**src/rtl/nmea_pkg.sv**
```systemverilog
package nmea_pkg;

  localparam int LineBuffer = 128;
  localparam int Ports      = 4;
  localparam int PortW      = 2;
  localparam int StatusW    = 3;
  localparam int CntW       = $clog2(LineBuffer);

  localparam logic [CntW-1:0] CntMax = CntW'(LineBuffer - 1);
  localparam logic [CntW-1:0] MinLen = CntW'(5);

  localparam logic [7:0] ChDollar = 8'h24;
  localparam logic [7:0] ChStar   = 8'h2A;
  localparam logic [7:0] ChComma  = 8'h2C;
  localparam logic [7:0] ChX      = 8'h58;
  localparam logic [7:0] ChCr     = 8'h0D;
  localparam logic [7:0] ChLf     = 8'h0A;
  localparam logic [7:0] ChNul    = 8'h00;

  localparam logic [3:0] ProgWordLen = 4'd7;
  localparam logic [3:0] ProgMatched = 4'd8;
  localparam logic [3:0] ProgFailed  = 4'd9;

  typedef enum logic [StatusW-1:0] {
    StMalformed = 3'd0,
    StBadHex    = 3'd1,
    StMismatch  = 3'd2,
    StValid     = 3'd3,
    StGoBoot    = 3'd4
  } nmea_status_e;

  typedef struct packed {
    logic [CntW-1:0] stored;
    logic [CntW-1:0] eff_len;
    logic            zero_seen;
    logic            dollar;
    logic [7:0]      xsum;
    logic [23:0]     last3;
    logic [3:0]      prog;
  } nmea_line_t;

  typedef struct packed {
    nmea_status_e status;
    logic         skipped;
  } nmea_verdict_t;

  localparam nmea_line_t LineClear = '0;

  function automatic logic [7:0] boot_char(input logic [2:0] idx);
    logic [7:0] ch;
    unique case (idx)
      3'd0:    ch = 8'h47;
      3'd1:    ch = 8'h4F;
      3'd2:    ch = 8'h5F;
      3'd3:    ch = 8'h42;
      3'd4:    ch = 8'h4F;
      3'd5:    ch = 8'h4F;
      3'd6:    ch = 8'h54;
      default: ch = 8'h00;
    endcase
    return ch;
  endfunction

endpackage

```
**src/rtl/nmea_if.sv**
```systemverilog
interface nmea_in_if;
  logic                       valid;
  logic                       ready;
  logic [nmea_pkg::PortW-1:0] port;
  logic [7:0]                 rx_byte;

  modport source (output valid, output port, output rx_byte, input ready);
  modport sink (input valid, input port, input rx_byte, output ready);
endinterface

interface nmea_out_if;
  logic                         valid;
  logic                         ready;
  logic [nmea_pkg::PortW-1:0]   line_port;
  logic [nmea_pkg::StatusW-1:0] line_status;
  logic                         check_skipped;

  modport source (output valid, output line_port, output line_status,
                  output check_skipped, input ready);
  modport sink (input valid, input line_port, input line_status,
                input check_skipped, output ready);
endinterface

```
**src/rtl/nmea_command_line_receiver_top.sv**
```systemverilog
// Channel  Dir  Payload                                  Transaction when
// rx_i     in   port, rx_byte                            valid && ready
// line_o   out  line_port, line_status, check_skipped    valid && ready
//
// One byte per cycle sustained; a byte is held in an input register and
// then updates its port's line state, loading the result register when it
// closes a line. Reset clears all port line state and empties both registers
// at once. A stalled result stalls a byte that closes a line and the bytes
// behind it; other bytes flow.
module nmea_command_line_receiver_top (
  input logic        clk_i,
  input logic        rst_ni,
  nmea_in_if.sink    rx_i,
  nmea_out_if.source line_o
);
  import nmea_pkg::*;

  logic             s1_valid_q;
  logic [PortW-1:0] s1_port_q;
  logic [7:0]       s1_byte_q;
  logic             out_valid_q;
  logic [PortW-1:0] out_port_q;
  logic [StatusW-1:0] out_status_q;
  logic             out_skip_q;

  logic          close;
  logic          advance;
  nmea_line_t    cur_line;
  nmea_verdict_t verdict;

  nmea_port_state u_state (
    .clk_i   (clk_i),
    .rst_ni  (rst_ni),
    .en_i    (advance),
    .port_i  (s1_port_q),
    .byte_i  (s1_byte_q),
    .close_o (close),
    .line_o  (cur_line)
  );

  nmea_line_judge u_judge (
    .line_i    (cur_line),
    .verdict_o (verdict)
  );

  assign advance  = s1_valid_q && (!close || !out_valid_q || line_o.ready);
  assign rx_i.ready = !s1_valid_q || advance;

  always_ff @(posedge clk_i or negedge rst_ni) begin
    if (!rst_ni) begin
      s1_valid_q  <= 1'b0;
      out_valid_q <= 1'b0;
    end else begin
      if (rx_i.valid && rx_i.ready) begin
        s1_valid_q <= 1'b1;
      end else if (advance) begin
        s1_valid_q <= 1'b0;
      end
      if (advance && close) begin
        out_valid_q <= 1'b1;
      end else if (line_o.ready) begin
        out_valid_q <= 1'b0;
      end
    end
  end

  always_ff @(posedge clk_i) begin
    if (rx_i.valid && rx_i.ready) begin
      s1_port_q <= rx_i.port;
      s1_byte_q <= rx_i.rx_byte;
    end
    if (advance && close) begin
      out_port_q   <= s1_port_q;
      out_status_q <= verdict.status;
      out_skip_q   <= verdict.skipped;
    end
  end

  assign line_o.valid         = out_valid_q;
  assign line_o.line_port     = out_port_q;
  assign line_o.line_status   = out_status_q;
  assign line_o.check_skipped = out_skip_q;

endmodule

```
**src/rtl/nmea_line_judge.sv**
```systemverilog
module nmea_line_judge (
  input  nmea_pkg::nmea_line_t    line_i,
  output nmea_pkg::nmea_verdict_t verdict_o
);
  import nmea_pkg::*;

  function automatic logic [4:0] hex_value(input logic [7:0] c);
    logic [4:0] r;
    if (c >= 8'h30 && c <= 8'h39) begin
      r = {1'b1, 4'(c - 8'h30)};
    end else if (c >= 8'h41 && c <= 8'h46) begin
      r = {1'b1, 4'(c - 8'h37)};
    end else if (c >= 8'h61 && c <= 8'h66) begin
      r = {1'b1, 4'(c - 8'h57)};
    end else begin
      r = 5'd0;
    end
    return r;
  endfunction

  logic [7:0] star;
  logic [7:0] hi;
  logic [7:0] lo;
  logic [7:0] payload;
  logic [4:0] hex_hi;
  logic [4:0] hex_lo;
  nmea_status_e good;

  assign star    = line_i.last3[23:16];
  assign hi      = line_i.last3[15:8];
  assign lo      = line_i.last3[7:0];
  assign payload = line_i.xsum ^ star ^ hi ^ lo;
  assign hex_hi  = hex_value(hi);
  assign hex_lo  = hex_value(lo);
  assign good    = (line_i.prog == ProgMatched) ? StGoBoot : StValid;

  always_comb begin
    verdict_o.skipped = 1'b0;
    if (line_i.eff_len < MinLen || !line_i.dollar || star != ChStar) begin
      verdict_o.status = StMalformed;
    end else if (hi == ChX && lo == ChX) begin
      verdict_o.skipped = 1'b1;
      verdict_o.status  = good;
    end else if (!hex_hi[4] || !hex_lo[4]) begin
      verdict_o.status = StBadHex;
    end else if ({hex_hi[3:0], hex_lo[3:0]} != payload) begin
      verdict_o.status = StMismatch;
    end else begin
      verdict_o.status = good;
    end
  end

endmodule

```
**src/rtl/nmea_port_state.sv**
```systemverilog
module nmea_port_state (
  input  logic                       clk_i,
  input  logic                       rst_ni,
  input  logic                       en_i,
  input  logic [nmea_pkg::PortW-1:0] port_i,
  input  logic [7:0]                 byte_i,
  output logic                       close_o,
  output nmea_pkg::nmea_line_t       line_o
);
  import nmea_pkg::*;

  nmea_line_t line_q [Ports];
  nmea_line_t line_d;
  logic       port_ok;
  logic       close;

  assign port_ok = int'(port_i) < Ports;
  assign line_o  = line_q[port_i];
  assign close_o = close && port_ok;

  always_comb begin
    nmea_line_t cur;
    nmea_line_t base;
    cur    = line_q[port_i];
    base   = cur;
    line_d = cur;
    close  = 1'b0;
    if (byte_i == ChCr || byte_i == ChLf) begin
      if (cur.stored != '0) begin
        close  = 1'b1;
        line_d = LineClear;
      end
    end else begin
      base   = (byte_i == ChDollar) ? LineClear : cur;
      line_d = base;
      if (base.stored < CntMax) begin
        line_d.stored = base.stored + 1'b1;
        if (!base.zero_seen) begin
          if (byte_i == ChNul) begin
            line_d.zero_seen = 1'b1;
          end else begin
            if (base.eff_len == '0) begin
              line_d.dollar = (byte_i == ChDollar);
            end else begin
              line_d.xsum = base.xsum ^ byte_i;
              if (base.prog < ProgWordLen) begin
                line_d.prog = (byte_i == boot_char(base.prog[2:0])) ?
                              base.prog + 1'b1 : ProgFailed;
              end else if (base.prog == ProgWordLen) begin
                line_d.prog = (byte_i == ChComma || byte_i == ChStar) ?
                              ProgMatched : ProgFailed;
              end
            end
            line_d.last3   = {base.last3[15:0], byte_i};
            line_d.eff_len = base.eff_len + 1'b1;
          end
        end
      end else begin
        line_d = LineClear;
      end
    end
  end

  always_ff @(posedge clk_i or negedge rst_ni) begin
    if (!rst_ni) begin
      for (int i = 0; i < Ports; i++) begin
        line_q[i] <= LineClear;
      end
    end else if (en_i && port_ok) begin
      line_q[port_i] <= line_d;
    end
  end

endmodule

```
**src/flat_wrapper.sv**
```systemverilog
// flat-port wrapper written by rule: the top's interface ports become plain ports
module nmea_command_line_receiver_top_flat import nmea_pkg::*;
  (clk_i, rst_ni, rx_i_valid, rx_i_port, rx_i_rx_byte, rx_i_ready, line_o_valid, line_o_line_port, line_o_line_status, line_o_check_skipped, line_o_ready);
  nmea_in_if rx_i_i ();
  nmea_out_if line_o_i ();
  input logic clk_i;
  input logic rst_ni;
  input wire logic [$bits(rx_i_i.valid)-1:0] rx_i_valid;
  input wire logic [$bits(rx_i_i.port)-1:0] rx_i_port;
  input wire logic [$bits(rx_i_i.rx_byte)-1:0] rx_i_rx_byte;
  output wire logic [$bits(rx_i_i.ready)-1:0] rx_i_ready;
  output wire logic [$bits(line_o_i.valid)-1:0] line_o_valid;
  output wire logic [$bits(line_o_i.line_port)-1:0] line_o_line_port;
  output wire logic [$bits(line_o_i.line_status)-1:0] line_o_line_status;
  output wire logic [$bits(line_o_i.check_skipped)-1:0] line_o_check_skipped;
  input wire logic [$bits(line_o_i.ready)-1:0] line_o_ready;
  assign rx_i_i.valid = rx_i_valid;
  assign rx_i_i.port = rx_i_port;
  assign rx_i_i.rx_byte = rx_i_rx_byte;
  assign rx_i_ready = rx_i_i.ready;
  assign line_o_valid = line_o_i.valid;
  assign line_o_line_port = line_o_i.line_port;
  assign line_o_line_status = line_o_i.line_status;
  assign line_o_check_skipped = line_o_i.check_skipped;
  assign line_o_i.ready = line_o_ready;
  nmea_command_line_receiver_top u_core (.clk_i(clk_i), .rst_ni(rst_ni), .rx_i(rx_i_i), .line_o(line_o_i));
endmodule
```
**config.mk**
```make
export PLATFORM = sky130hd
export DESIGN_NAME = nmea_command_line_receiver_top_flat
export DESIGN_NICKNAME = d
export VERILOG_FILES = /design/src/rtl/nmea_pkg.sv /design/src/rtl/nmea_if.sv /design/src/rtl/nmea_command_line_receiver_top.sv /design/src/rtl/nmea_line_judge.sv /design/src/rtl/nmea_port_state.sv /design/src/flat_wrapper.sv
export SDC_FILE = /design/constraint.sdc
export NUM_CORES = 1
export LEC_CHECK = 0
export BUFFER_PORTS_ARGS = -buffer_cell sky130_fd_sc_hd__buf_2
export CORE_ASPECT_RATIO = 2
export CORE_UTILIZATION = 63
export DETAILED_ROUTE_END_ITERATION = 10
export GPL_TIMING_DRIVEN = 0
export PLACE_DENSITY = 0.8
export SYNTH_ARGS = -nofsm -noshare
export SYNTH_HDL_FRONTEND = slang
export SYNTH_SLANG_ARGS = --single-unit
export TNS_END_PERCENT = 100
```
**constraint.sdc**
```tcl
create_clock -name clk_i -period 4.5 [get_ports clk_i]
set_input_delay 0.45 -clock clk_i [delete_from_list [all_inputs] [get_ports clk_i]]
set_output_delay 0.45 -clock clk_i [all_outputs]
set_load 0.005 [all_outputs]
```
==> results of run 1 <==
==> cell families after synthesis <==
| family | after synthesis |
|---|---|
| XOR/XNOR | 38 |
| AND/OR/NAND/NOR | 352 |
| multiplexers | 101 |
| buffers and inverters | 80 |
| adder cells (fa/ha/maj) | 14 |
| flip-flops | 226 |
| AO/OA/AOI/OAI | 285 |
==> per-stage QoR <==
| stage | cell area [um2] | setup WS (ps) | utilization | hold slack, ps |
|---|---|---|---|---|
| final | 12900 | 112 | 0.707 | 114 |
| after global routing | 12900 | 26.1 | 0.707 | 107 |
| after CTS | 12800 | 4.95 | 0.705 | 112 |
| after detailed placement | 12100 | -512 | 0.665 | 420 |
| after global placement | 12100 | -483 | 0.662 | 456 |
| after floorplan | 11700 | 578 | - | 154 |
==> cell usage after synthesis (all sizes together), types with 4 or more instances <==
| master | instances |
|---|---|
| nand3b | 5 |
| xnor2 | 24 |
| clkbuf | 53 |
| o21a | 4 |
| dfrtp | 210 |
| nand3 | 14 |
| a21o | 6 |
| mux2i | 4 |
| nor2 | 66 |
| a22o | 4 |
| nand2 | 183 |
| inv | 13 |
| edfxtp | 16 |
| a22oi | 29 |
| and2 | 9 |
| nor2b | 6 |
| nor4 | 4 |
| a21oi | 66 |
| mux4 | 51 |
| o21ai | 138 |
| or2 | 6 |
| nor4b | 4 |
| mux2 | 46 |
| and3 | 6 |
| o211ai | 5 |
| or4 | 4 |
| xor2 | 12 |
| nor3 | 9 |
| o31ai | 4 |
| a31oi | 4 |
| nand2b | 9 |
| buf | 14 |
| ha | 14 |
| nand4 | 8 |
==> area by class of cell <==
cell class | count | area (um2)
timing repair buffer | 26 | 195
buffer | 64 | 298
fill | 1405 | 5340
tap | 216 | 270
clock inverter | 5 | 81.3
clock buffer | 32 | 607
inverter | 13 | 48.8
sequential | 226 | 5740
multi-input combinational | 790 | 5640
antenna | 1 | 2.50
==> repair_timing <==
action	in CTS	in global routing
endpoints found under the hold margin	65	0
endpoints found under the setup margin	17	44
hold buffers	1	0
setup buffers	1	1
resized for setup	4	9
==> cells in the final DEF (no fill, tap or decap), types with 14 or more instances in the layout <==
cell type / n
sky130_fd_sc_hd__nor2_1: 66
sky130_fd_sc_hd__nand3_1: 14
sky130_fd_sc_hd__clkbuf_1: 54
sky130_fd_sc_hd__mux2_2: 46
sky130_fd_sc_hd__o21ai_0: 132
sky130_fd_sc_hd__xnor2_1: 24
sky130_fd_sc_hd__nand2_1: 183
sky130_fd_sc_hd__a22oi_1: 29
sky130_fd_sc_hd__buf_2: 27
sky130_fd_sc_hd__dfrtp_1: 210
sky130_fd_sc_hd__edfxtp_1: 16
sky130_fd_sc_hd__mux4_2: 47
sky130_fd_sc_hd__a21oi_1: 65
sky130_fd_sc_hd__clkbuf_16: 21
==> critical path, cell delays in order, from the launching register on <==
cell and delay (ps):
sky130_fd_sc_hd__edfxtp_1 500, sky130_fd_sc_hd__buf_2 350, sky130_fd_sc_hd__buf_2 430, sky130_fd_sc_hd__buf_2 430, sky130_fd_sc_hd__clkbuf_2 380, sky130_fd_sc_hd__mux4_2 330, sky130_fd_sc_hd__nand2_1 100, sky130_fd_sc_hd__ha_1 290
sky130_fd_sc_hd__a21oi_1 360, sky130_fd_sc_hd__nand2_1 180, sky130_fd_sc_hd__xor2_1 180, sky130_fd_sc_hd__a22oi_1 450, sky130_fd_sc_hd__o21ai_0 230
==> per-layer routing <==
layer | vias to the layer above | global-route usage | routed length (um)
met5 | - | 0 | 0
met4 | 0 | 0.326 | 3290
met3 | 220 | 0.0680 | 2500
met2 | 558 | 0.641 | 17700
met1 | 4614 | 0.418 | 11600
li1 | 4048 | - | -
==> flip-flops by register name (all words and copies together) (netlist names) <==
register / count
u_core.u_state.line_q: 208
u_core.s1_byte_q: 8
u_core.line_o.line_status: 3
u_core.line_o.line_port: 2
u_core.s1_port_q: 2
u_core.line_o.check_skipped: 1
u_core.line_o.valid: 1
u_core.s1_valid_q: 1
==> how the worst max path moves through the flow <==
| stage | from | slack, ps | cells after the start | to |
|---|---|---|---|---|
| final | u_core.s1_port_q[1] | 110 | 12 | u_core.u_state.line_q[81] |
| after global routing | u_core.s1_byte_q[0] | 30 | 14 | u_core.u_state.line_q[105] |
| after CTS | u_core.s1_port_q[1] | 5 | 12 | u_core.u_state.line_q[81] |
| after detailed placement | u_core.s1_byte_q[0] | -510 | 16 | u_core.u_state.line_q[55] |
| after global placement | rst_ni | -480 | 1 | u_core.u_state.line_q[46] |
| after floorplan | u_core.s1_byte_q[0] | 580 | 16 | u_core.u_state.line_q[159] |
==> power breakdown <==
group	internal [W]	switching [W]	total [W]
Clock	0.00105	0.000782	0.00183
Combinational	0.00155	0.00242	0.00397
Sequential	0.00283	0.000427	0.00326
==> results.rst, run 1 <==
.. list-table::
   :header-rows: 1

   * - Metric
     - Value
   * - Post-synth EDFFs
     - 16
   * - Shortest clock period the worst path allows after layout
     - 4390 ps
   * - Tightest Hold Check Type
     - input pin to flip-flop
   * - Destination of the worst register-to-register timing path
     - u_core.u_state.line_q[81]
   * - Ranking of synthesized cells by area
     - sky130_fd_sc_hd__dfrtp_1, sky130_fd_sc_hd__mux4_2, sky130_fd_sc_hd__nand2_1
   * - CTS Buf Count
     - 21
   * - Post-detailed-route wirelength per cell
     - 25.6 um
   * - Placed Instances
     - 1335
   * - Clock sinks
     - 226
   * - Iteration count of the initial detailed-routing pass
     - 8
   * - Worst Skew
     - roughly 18 ps
   * - Parity-gate share of the synthesized area counting xor and xnor cells
     - 0.0311
   * - Fmax
     - approximately 0.23 GHz
   * - Total nets after synthesis
     - 1124
   * - Clock-pin slew on the worst setup and hold paths
     - 70 ps
   * - Type of element launching the critical path
     - flip-flop
   * - Worst Reg-to-Reg Cells
     - 12
   * - Detailed Route WL
     - 35.1 mm
   * - Number of antenna violations at the first check in global routing
     - 1
   * - Final setup vio count
     - 0
   * - Portion of synthesized cell area occupied by the leading cell type
     - 0.450
   * - First-pass GRT wire length
     - 54.6 mm
   * - Die Wd
     - 98.3 um
   * - Drt initial violations
     - 820
   * - I/O Pins
     - 22
   * - H-tree levels
     - 1
   * - Number of global-route vias before repair
     - 10000
   * - Pwr per Cell Area
     - 704 nW/um2
   * - Flops & latches, synth
     - ~230
   * - Cell accounting for the most synthesized area
     - sky130_fd_sc_hd__dfrtp_1
   * - Row count
     - 70
   * - Clock network latency to the later pin of the worst-skew pair
     - 510 ps
   * - Kind of critical path
     - flip-flop to flip-flop
   * - Signed area change from the synthesized netlist to the final layout
     - 10.2%
   * - Arr. time, crit path
     - 4740 ps
   * - Worst IR Drop VDD
     - about 0.42 mV
   * - Leakage power
     - 5.52 nW
   * - Total count of max-transition violations in the final report
     - 0
   * - Reg2reg setup slack
     - 110 ps
   * - Portion of netlist area occupied by mux cells
     - 0.147
   * - Worst Max-Slew Pin Slew
     - 976 ps
   * - Share of cells above drive strength 1
     - 0.158
   * - Netlist area before placement
     - 11700 um2
   * - Top_reg_cell synth
     - sky130_fd_sc_hd__dfrtp_1
   * - Number of library cell types mapped by synthesis
     - 76
   * - Setup repair after global routing missed its margin
     - false
   * - Post-route fraction of the period consumed by the critical path
     - 0.975
   * - Core area
     - 18200 um2
   * - Hold worst-path end
     - u_core.s1_byte_q[7]
   * - Cell count after synthesis
     - 1096
   * - Maximum clock insertion buffer count
     - 3
   * - Status
     - complete, no violations
   * - Largest fanout on the critical path
     - 10
   * - Synth Area in Simple Gates
     - 0.142
   * - Die ar.
     - 19100 um2
   * - Layout net count
     - 1170
   * - Largest net degree at the start of global routing
     - 84
   * - Overall power after layout
     - between 0.009 and 0.01 W
   * - Origin of the worst min-delay path
     - rx_i_rx_byte[7]
   * - Clock root buffer
     - sky130_fd_sc_hd__clkbuf_16
   * - Sequential share of the synthesized area
     - 0.491
   * - Largest family of logic cells by synthesized area
     - multiplexers
   * - Reg2Reg Launch Point
     - u_core.s1_port_q[1]
   * - Per-instance average area after synthesis
     - 10.7 um2
   * - GRT Residual Overflow
     - 0
   * - Final weighted congestion in routability-driven placement
     - 0.985
   * - Count of input and output buffers
     - 21
   * - Sum of negative setup slack
     - 0 ps
   * - Share of flip-flops with an asynchronous set or reset after synthesis
     - 0.929
   * - Tightest slew margin relative to the limit
     - 0.350
   * - WP data required
     - 4850 ps
   * - Via-to-Cell Ratio
     - 6.88
   * - Effective utilization at floorplan
     - 0.641
   * - Adder-cell share of the synthesized area
     - 0.0150
   * - TritonCTS clock tree
     - built
   * - Number of endpoints with negative hold slack in the final report
     - 0
   * - CP Capture Type
     - flip-flop
   * - Residual DRC
     - 0
   * - Dpl hpwl
     - 24.7 mm
   * - Vias after detailed routing
     - approximately 9400
   * - Number of warnings issued by yosys
     - 0
   * - Synthesized-area fraction occupied by ao, oa, aoi and oai cells
     - 0.143
   * - Remaining antenna violation count after routing
     - 0
   * - Overall global routing resource usage
     - 0.383
   * - Overall die height
     - just under 200 um
   * - Number of max-cap violations
     - 0
   * - Worst hold path stage count
     - 1
   * - Final standard cell count with taps included and fillers excluded
     - approximately 1400
Note: power is estimated with default switching activity, not from simulation.
==> run 2, diff against run 1 <==
CORE_ASPECT_RATIO = default   (was 2)
CORE_MARGIN = 2   (was default)
==> run 2 against run 1 <==
The flow now finishes with violations (DRC). Worst setup slack improved by 21 ps. Clock power rose by 13%. Clock skew is 4.0 ps higher. Critical path depth unchanged. Worst hold slack worse by 31 ps. Sequential cell count stayed put. Largest power group unchanged. Combinational power decreased by 2%.
==> results.rst, run 2 (synthesis gave the netlist of run 1 again) <==
.. list-table::
   :header-rows: 1

   * - Metric
     - Value
   * - Clock network latency to the later pin of the worst-skew pair
     - 540 ps
   * - Detailed Route WL
     - 33.4 mm
   * - Fmax
     - 0.229 GHz
   * - Kind of critical path
     - flip-flop to flip-flop
   * - Effective utilization at floorplan
     - 0.646
   * - Signed area change from the synthesized netlist to the final layout
     - 11.6%
   * - GRT Residual Overflow
     - 0
   * - Share of cells above drive strength 1
     - 0.171
   * - Vias after detailed routing
     - roughly 9500
   * - CP Capture Type
     - flip-flop
   * - Tightest Hold Check Type
     - input pin to flip-flop
   * - Leading cell type in the layout, fill and taps excluded
     - sky130_fd_sc_hd__dfrtp_1
   * - Dpl hpwl
     - about 22 mm
   * - Clock-pin slew on the worst setup and hold paths
     - approximately 60 ps
   * - Largest fanout on the critical path
     - 10
   * - Residual DRC
     - 4
   * - Total count of max-transition violations in the final report
     - 0
   * - Largest net degree at the start of global routing
     - ~120
   * - Post-placement setup slack
     - -741 ps
   * - CTS Buf Count
     - 24
   * - Die ar.
     - around 20000 um2
   * - Count of input and output buffers
     - 21
   * - Diodes inserted
     - 0
   * - I/O Pins
     - 22
   * - Final setup vio count
     - 0
   * - Via-to-Cell Ratio
     - 6.84
   * - Core area
     - 18100 um2
   * - Status
     - finished with violations
   * - Final core utilization
     - 0.721
   * - Drt initial violations
     - around 1500
   * - Clock root buffer
     - sky130_fd_sc_hd__clkbuf_16
   * - Filler Cells Inserted
     - between 1000 and 1500
   * - Type of element launching the critical path
     - flip-flop
   * - Remaining antenna violation count after routing
     - 0
   * - Setup repair after global routing missed its margin
     - false
   * - Tightest hold margin
     - just over 80 ps
   * - Worst hold path stage count
     - 1
   * - Slack of the critical path
     - 133 ps
   * - Overall global routing resource usage
     - 0.346
   * - Worst Max-Slew Pin Slew
     - 868 ps
   * - Post-detailed-route wirelength per cell
     - approximately 24 um
   * - Largest register FFs
     - 208
   * - Row count
     - 49
   * - Number of antenna violations at the first check in global routing
     - 0
   * - Tightest slew margin relative to the limit
     - 0.422
   * - Leakage power
     - 5.63 nW
   * - Shortest clock period the worst path allows after layout
     - 4370 ps
   * - Number of global-route vias before repair
     - 9304
   * - Number of endpoints with negative hold slack in the final report
     - 0
   * - H-tree levels
     - 1
   * - Worst IR Drop VDD
     - 0.331 mV
   * - Reg2Reg Launch Point
     - u_core.s1_port_q[1]
   * - Hold worst-path end
     - u_core.s1_byte_q[4]
   * - Clock sinks
     - 226
   * - Top register by number of flip-flops
     - u_core.u_state.line_q
   * - Placed Instances
     - 1347
   * - Pwr per Cell Area
     - just over 700 nW/um2
   * - Final standard cell count with taps included and fillers excluded
     - 1396
   * - Iteration count of the initial detailed-routing pass
     - 11
   * - Worst Skew
     - 22.2 ps
   * - Final weighted congestion in routability-driven placement
     - ~0.99
   * - TritonCTS clock tree
     - built
   * - Origin of the worst min-delay path
     - rx_i_rx_byte[4]
   * - Destination of the worst register-to-register timing path
     - u_core.u_state.line_q[55]
   * - Maximum clock insertion buffer count
     - 3
   * - Most used cells in the layout excluding fill and tap cells
     - sky130_fd_sc_hd__dfrtp_1, sky130_fd_sc_hd__nand2_1, sky130_fd_sc_hd__o21ai_0, sky130_fd_sc_hd__nor2_1, sky130_fd_sc_hd__a21oi_1
   * - Layout net count
     - 1179
   * - Arr. time, crit path
     - 4790 ps
   * - Worst Reg-to-Reg Cells
     - 12
   * - Reg2reg setup slack
     - approximately 130 ps
   * - Die Wd
     - 140 um
   * - Number of max-cap violations
     - 0
   * - WP data required
     - 4920 ps
   * - Post-route fraction of the period consumed by the critical path
     - 0.970
   * - Overall die height
     - around 140 um
   * - Violated checks
     - DRC
   * - First-pass GRT wire length
     - 52.5 mm
## run 2: cell count changes in the layout (fill, tap and decap cells not counted), sizes merged
cell,change
clkinvlp,-1
buf,+5
clkbuf,+5
clkinv,+2
diode,-1
## run 2: how the worst max path moves through the flow
stage                        startpoint                          to  slack, ps  cells after the start
floorplan           u_core.s1_byte_q[0]  u_core.u_state.line_q[159]        580                     16
global placement    u_core.s1_byte_q[0]  u_core.u_state.line_q[159]       -710                     16
detailed placement  u_core.s1_byte_q[0]  u_core.u_state.line_q[159]       -740                     16
CTS                 u_core.s1_port_q[1]   u_core.u_state.line_q[55]         40                     12
global route        u_core.s1_port_q[1]   u_core.u_state.line_q[44]          6                     10
finish              u_core.s1_port_q[1]   u_core.u_state.line_q[55]        130                     12
## run 2: worst max-delay path, stage by stage (launching register included)
cell	delay, ps
sky130_fd_sc_hd__edfxtp_1	610
sky130_fd_sc_hd__buf_2	410
sky130_fd_sc_hd__buf_2	450
sky130_fd_sc_hd__mux4_2	390
sky130_fd_sc_hd__and2_1	230
sky130_fd_sc_hd__inv_1	100
sky130_fd_sc_hd__ha_1	270
sky130_fd_sc_hd__a221o_1	310
sky130_fd_sc_hd__a2111oi_1	460
sky130_fd_sc_hd__nor3_1	170
sky130_fd_sc_hd__nor4_2	300
sky130_fd_sc_hd__o22ai_1	230
sky130_fd_sc_hd__mux2_2	310
## run 2: cell type report
| type | count | area (um2) | area share |
|---|---|---|---|
| clock buffer | 36 | 736 | 0.0564 |
| clock inverter | 6 | 91.3 | 0.00701 |
| multi-input combinational | 790 | 5610 | 0.431 |
| inverter | 13 | 48.8 | 0.00374 |
| buffer | 64 | 304 | 0.0233 |
| tap | 229 | 287 | 0.0220 |
| sequential | 226 | 5740 | 0.440 |
| timing repair buffer | 32 | 220 | 0.0169 |
## run 2: stage by stage
step / cell area (um2) / power [W] / TNS (ps)
2_1_floorplan: 11700 / 0.00595 / 0
3_3_place_gp: 12100 / 0.00682 / -117250
6_report: 13000 / 0.00923 / 0
5_1_grt: 13000 / 0.00973 / 0
3_5_place_dp: 12100 / 0.00697 / -9460
4_1_cts: 12900 / 0.00907 / 0
## run 2: what timing repair did
item                                    4_1_cts  5_1_grt
setup buffers                                 0        9
endpoints found under the hold margin        92        0
hold buffers                                  1        0
gates cloned                                  0        0
gates resized for setup                       3       13
pin swaps                                     0        1
endpoints found under the setup margin       16       87
## run 2: metal layers
| layer | up-vias | wire, um | track usage |
|---|---|---|---|
| li1 | 4067 | - | - |
| met1 | 4764 | 13200 | 0.493 |
| met2 | 618 | 15200 | 0.522 |
| met3 | 97 | 3800 | 0.0841 |
| met4 | 0 | 1230 | 0.133 |
| met5 | - | 0 | 0 |
## run 2: report_power, final
| part | switching, W | internal (W) | leakage [nW] | total (W) |
|---|---|---|---|---|
| sequential | 0.000421 | 0.00283 | 2.79 | 0.00325 |
| combinational | 0.00236 | 0.00156 | 2.42 | 0.00391 |
| clock | 0.000827 | 0.00124 | 0.411 | 0.00207 |
| total | 0.00360 | 0.00563 | 5.63 | 0.00923 |
==> run 3, diff against run 2 <==
CELL_PAD_IN_SITES_DETAIL_PLACEMENT = 0   (was default)
CELL_PAD_IN_SITES_GLOBAL_PLACEMENT = 1   (was default)
CORE_UTILIZATION = 49   (was 63)
PLACE_DENSITY = default   (was 0.8)
PLACE_DENSITY_LB_ADDON = 0.1   (was default)
==> run 3 against run 2 <==
The flow now finishes without violations. Die area grew 28%. Sequential cell count stayed put. Sequential share of layout area decreased by 0.58 points. Total power rose by 0.78%. Global-route usage is 5.2 points lower. Critical path depth fell by 2. Worst hold slack got worse by 8.1 ps. Wire length increased by 5.7%. Clock power rose by 6%. First-iteration DRC count fell by 46%. Register-to-register slack worse by 70 ps.
==> results.rst, run 3 (synthesis gave the netlist of run 1 again) <==
.. list-table::
   :header-rows: 1

   * - Metric
     - Value
   * - Status
     - complete, no violations
   * - Number of max-cap violations
     - 0
   * - Worst Skew
     - about 19 ps
   * - Worst Reg-to-Reg Cells
     - 10
   * - CTS Buf Count
     - 26
   * - Part of the power in registers
     - 0.347
   * - Switching pwr
     - 0.00362 W
   * - Top register by number of flip-flops
     - u_core.u_state.line_q
   * - Clock sinks
     - 226
   * - Share of cells above drive strength 1
     - 0.176
   * - Post-detailed-route wirelength per cell
     - 23.8 um
   * - Fmax
     - 0.225 GHz
   * - Worst hold path stage count
     - 1
   * - Largest register FFs
     - 208
   * - Largest net degree at the start of global routing
     - 113
   * - Origin of the worst min-delay path
     - rx_i_port[0]
   * - WP data required
     - 4910 ps
   * - Leading cell type in the layout, fill and taps excluded
     - sky130_fd_sc_hd__dfrtp_1
   * - TritonCTS clock tree
     - built
   * - Top sig layer
     - met4
   * - Effective utilization at floorplan
     - 0.499
   * - Residual DRC
     - 0
   * - GRT Residual Overflow
     - 0
   * - Internal power summed over all cells
     - approximately 0.0057 W
   * - Worst Max-Slew Pin Slew
     - between 800 and 900 ps
   * - Overall die height
     - 158 um
   * - Placed Instances
     - 1437
   * - Final setup vio count
     - 0
   * - Core area
     - ~23000 um2
   * - Reg2reg setup slack
     - roughly 61 ps
   * - Overall power after layout
     - between 0.009 and 0.01 W
   * - Vias after detailed routing
     - ~9100
   * - Final weighted congestion in routability-driven placement
     - 0.936
   * - Most used cells in the layout excluding fill and tap cells
     - sky130_fd_sc_hd__dfrtp_1, sky130_fd_sc_hd__nand2_1, sky130_fd_sc_hd__o21ai_0, sky130_fd_sc_hd__nor2_1, sky130_fd_sc_hd__a21oi_1
   * - Detailed Route WL
     - 35.3 mm
   * - Layout net count
     - roughly 1200
   * - Dpl hpwl
     - ~24 mm
   * - Iteration count of the initial detailed-routing pass
     - 7
   * - Die ar.
     - about 25000 um2
   * - Largest fanout on the critical path
     - 10
   * - H-tree levels
     - 1
   * - Worst IR Drop VDD
     - 0.386 mV
   * - Tightest slew margin relative to the limit
     - 0.403
   * - Hold worst-path end
     - u_core.s1_port_q[0]
   * - Count of input and output buffers
     - 21
   * - Destination of the worst register-to-register timing path
     - u_core.u_state.line_q[114]
   * - Arr. time, crit path
     - 4850 ps
   * - Die Wd
     - approximately 160 um
   * - Maximum clock insertion buffer count
     - 3
   * - Pwr per Cell Area
     - approximately 700 nW/um2
   * - Type of element launching the critical path
     - flip-flop
   * - First-pass GRT wire length
     - 55.0 mm
   * - Number of antenna violations at the first check in global routing
     - 0
   * - Met1 layer wirelength in the final routing
     - 16.0 mm
   * - Final standard cell count with taps included and fillers excluded
     - 1485
   * - Number of global-route vias before repair
     - roughly 9000
   * - Met3 wire length
     - 2.28 mm
   * - Diodes inserted
     - 0
   * - I/O Pins
     - 22
   * - Signed area change from the synthesized netlist to the final layout
     - 13.1%
   * - Total count of max-transition violations in the final report
     - 0
   * - Reg2Reg Launch Point
     - u_core.s1_port_q[1]
   * - Drt initial violations
     - 820
   * - Clock root buffer
     - sky130_fd_sc_hd__clkbuf_16
   * - Overall global routing resource usage
     - 0.294
   * - Comb power frac
     - 0.417
   * - Switch share
     - 0.389
   * - Clock network latency to the later pin of the worst-skew pair
     - around 560 ps
   * - Clock-pin slew on the worst setup and hold paths
     - approximately 60 ps
   * - CP Capture Type
     - flip-flop
   * - Kind of critical path
     - flip-flop to flip-flop
   * - Row count
     - 56
   * - Number of endpoints with negative hold slack in the final report
     - 0
   * - Shortest clock period the worst path allows after layout
     - 4440 ps
   * - Clock power frac
     - 0.236
   * - Via-to-Cell Ratio
     - 6.16
   * - Leakage power
     - 5.65 nW
   * - Remaining antenna violation count after routing
     - 0
   * - Setup repair after global routing missed its margin
     - false
   * - Tightest Hold Check Type
     - input pin to flip-flop
   * - Sum of negative setup slack
     - 0 ps
   * - Post-route fraction of the period consumed by the critical path
     - 0.987
   * - Met2 routed WL
     - around 16 mm
run 3: how the worst max path moves through the flow:
stage / from / end / slack (ps) / cells past startpoint
final: u_core.s1_port_q[1] / u_core.u_state.line_q[114] / 60 / 10
after global routing: u_core.s1_byte_q[7] / u_core.u_state.line_q[3] / 20 / 15
after CTS: u_core.s1_port_q[1] / u_core.u_state.line_q[107] / 20 / 12
after detailed placement: u_core.s1_byte_q[0] / u_core.u_state.line_q[107] / -890 / 16
after global placement: u_core.s1_byte_q[0] / u_core.u_state.line_q[159] / -890 / 16
after floorplan: u_core.s1_byte_q[0] / u_core.u_state.line_q[159] / 580 / 16
run 3: critical path, cell delays in order (launching register included):
cell and delay (ps):
sky130_fd_sc_hd__edfxtp_1 640, sky130_fd_sc_hd__buf_2 440, sky130_fd_sc_hd__clkbuf_4 380, sky130_fd_sc_hd__buf_2 400, sky130_fd_sc_hd__mux4_2 450, sky130_fd_sc_hd__a31oi_1 220, sky130_fd_sc_hd__a2bb2oi_1 460, sky130_fd_sc_hd__o22ai_2 340
sky130_fd_sc_hd__clkbuf_2 330, sky130_fd_sc_hd__a32oi_1 440, sky130_fd_sc_hd__o21ai_0 170
run 3: timing repair:
action                                 in CTS  in global routing
setup endpoints to repair                  37                 76
setup buffers                               2                  1
pin swaps                                   0                  1
resized for setup                           8                 21
endpoints found under the hold margin      98                  0
hold buffers                                1                  0
run 3: layout make-up:
cell class	count	area, um2
inverters	13	48.8
plain buffers	64	319
multi-input cells	790	5630
flip-flops and latches	226	5740
well taps	319	399
clock inverters	7	91.3
fillers	2111	10200
clock buffers	40	813
repair buffers	26	175
run 3: per-layer routing:
layer / track usage / vias to the layer above
li1: - / 4078
met1: 0.426 / 4678
met2: 0.458 / 316
met3: 0.0514 / 69
met4: 0.0824 / 0
met5: 0 / -
run 3: metrics by stage:
step                      utilization  hold slack [ps]  worst slack [ps]  cell area, um2
after detailed placement        0.522              466              -893           12200
after global routing            0.564             60.4              24.5           13200
after global placement          0.521              457              -893           12200
final                           0.564             74.8              60.6           13200
after CTS                       0.562             65.5              24.8           13200
after floorplan                     -              154               578           11700
run 3: power groups by stage:
stage | Sequential [W] | Combinational (W) | Clock, W
2_1_floorplan | 0.00312 | 0.00283 | 0
3_3_place_gp | 0.00323 | 0.00372 | 0
3_5_place_dp | 0.00325 | 0.00377 | 0
4_1_cts | 0.00322 | 0.00379 | 0.00222
5_1_grt | 0.00332 | 0.00425 | 0.00231
6_report | 0.00323 | 0.00388 | 0.00220
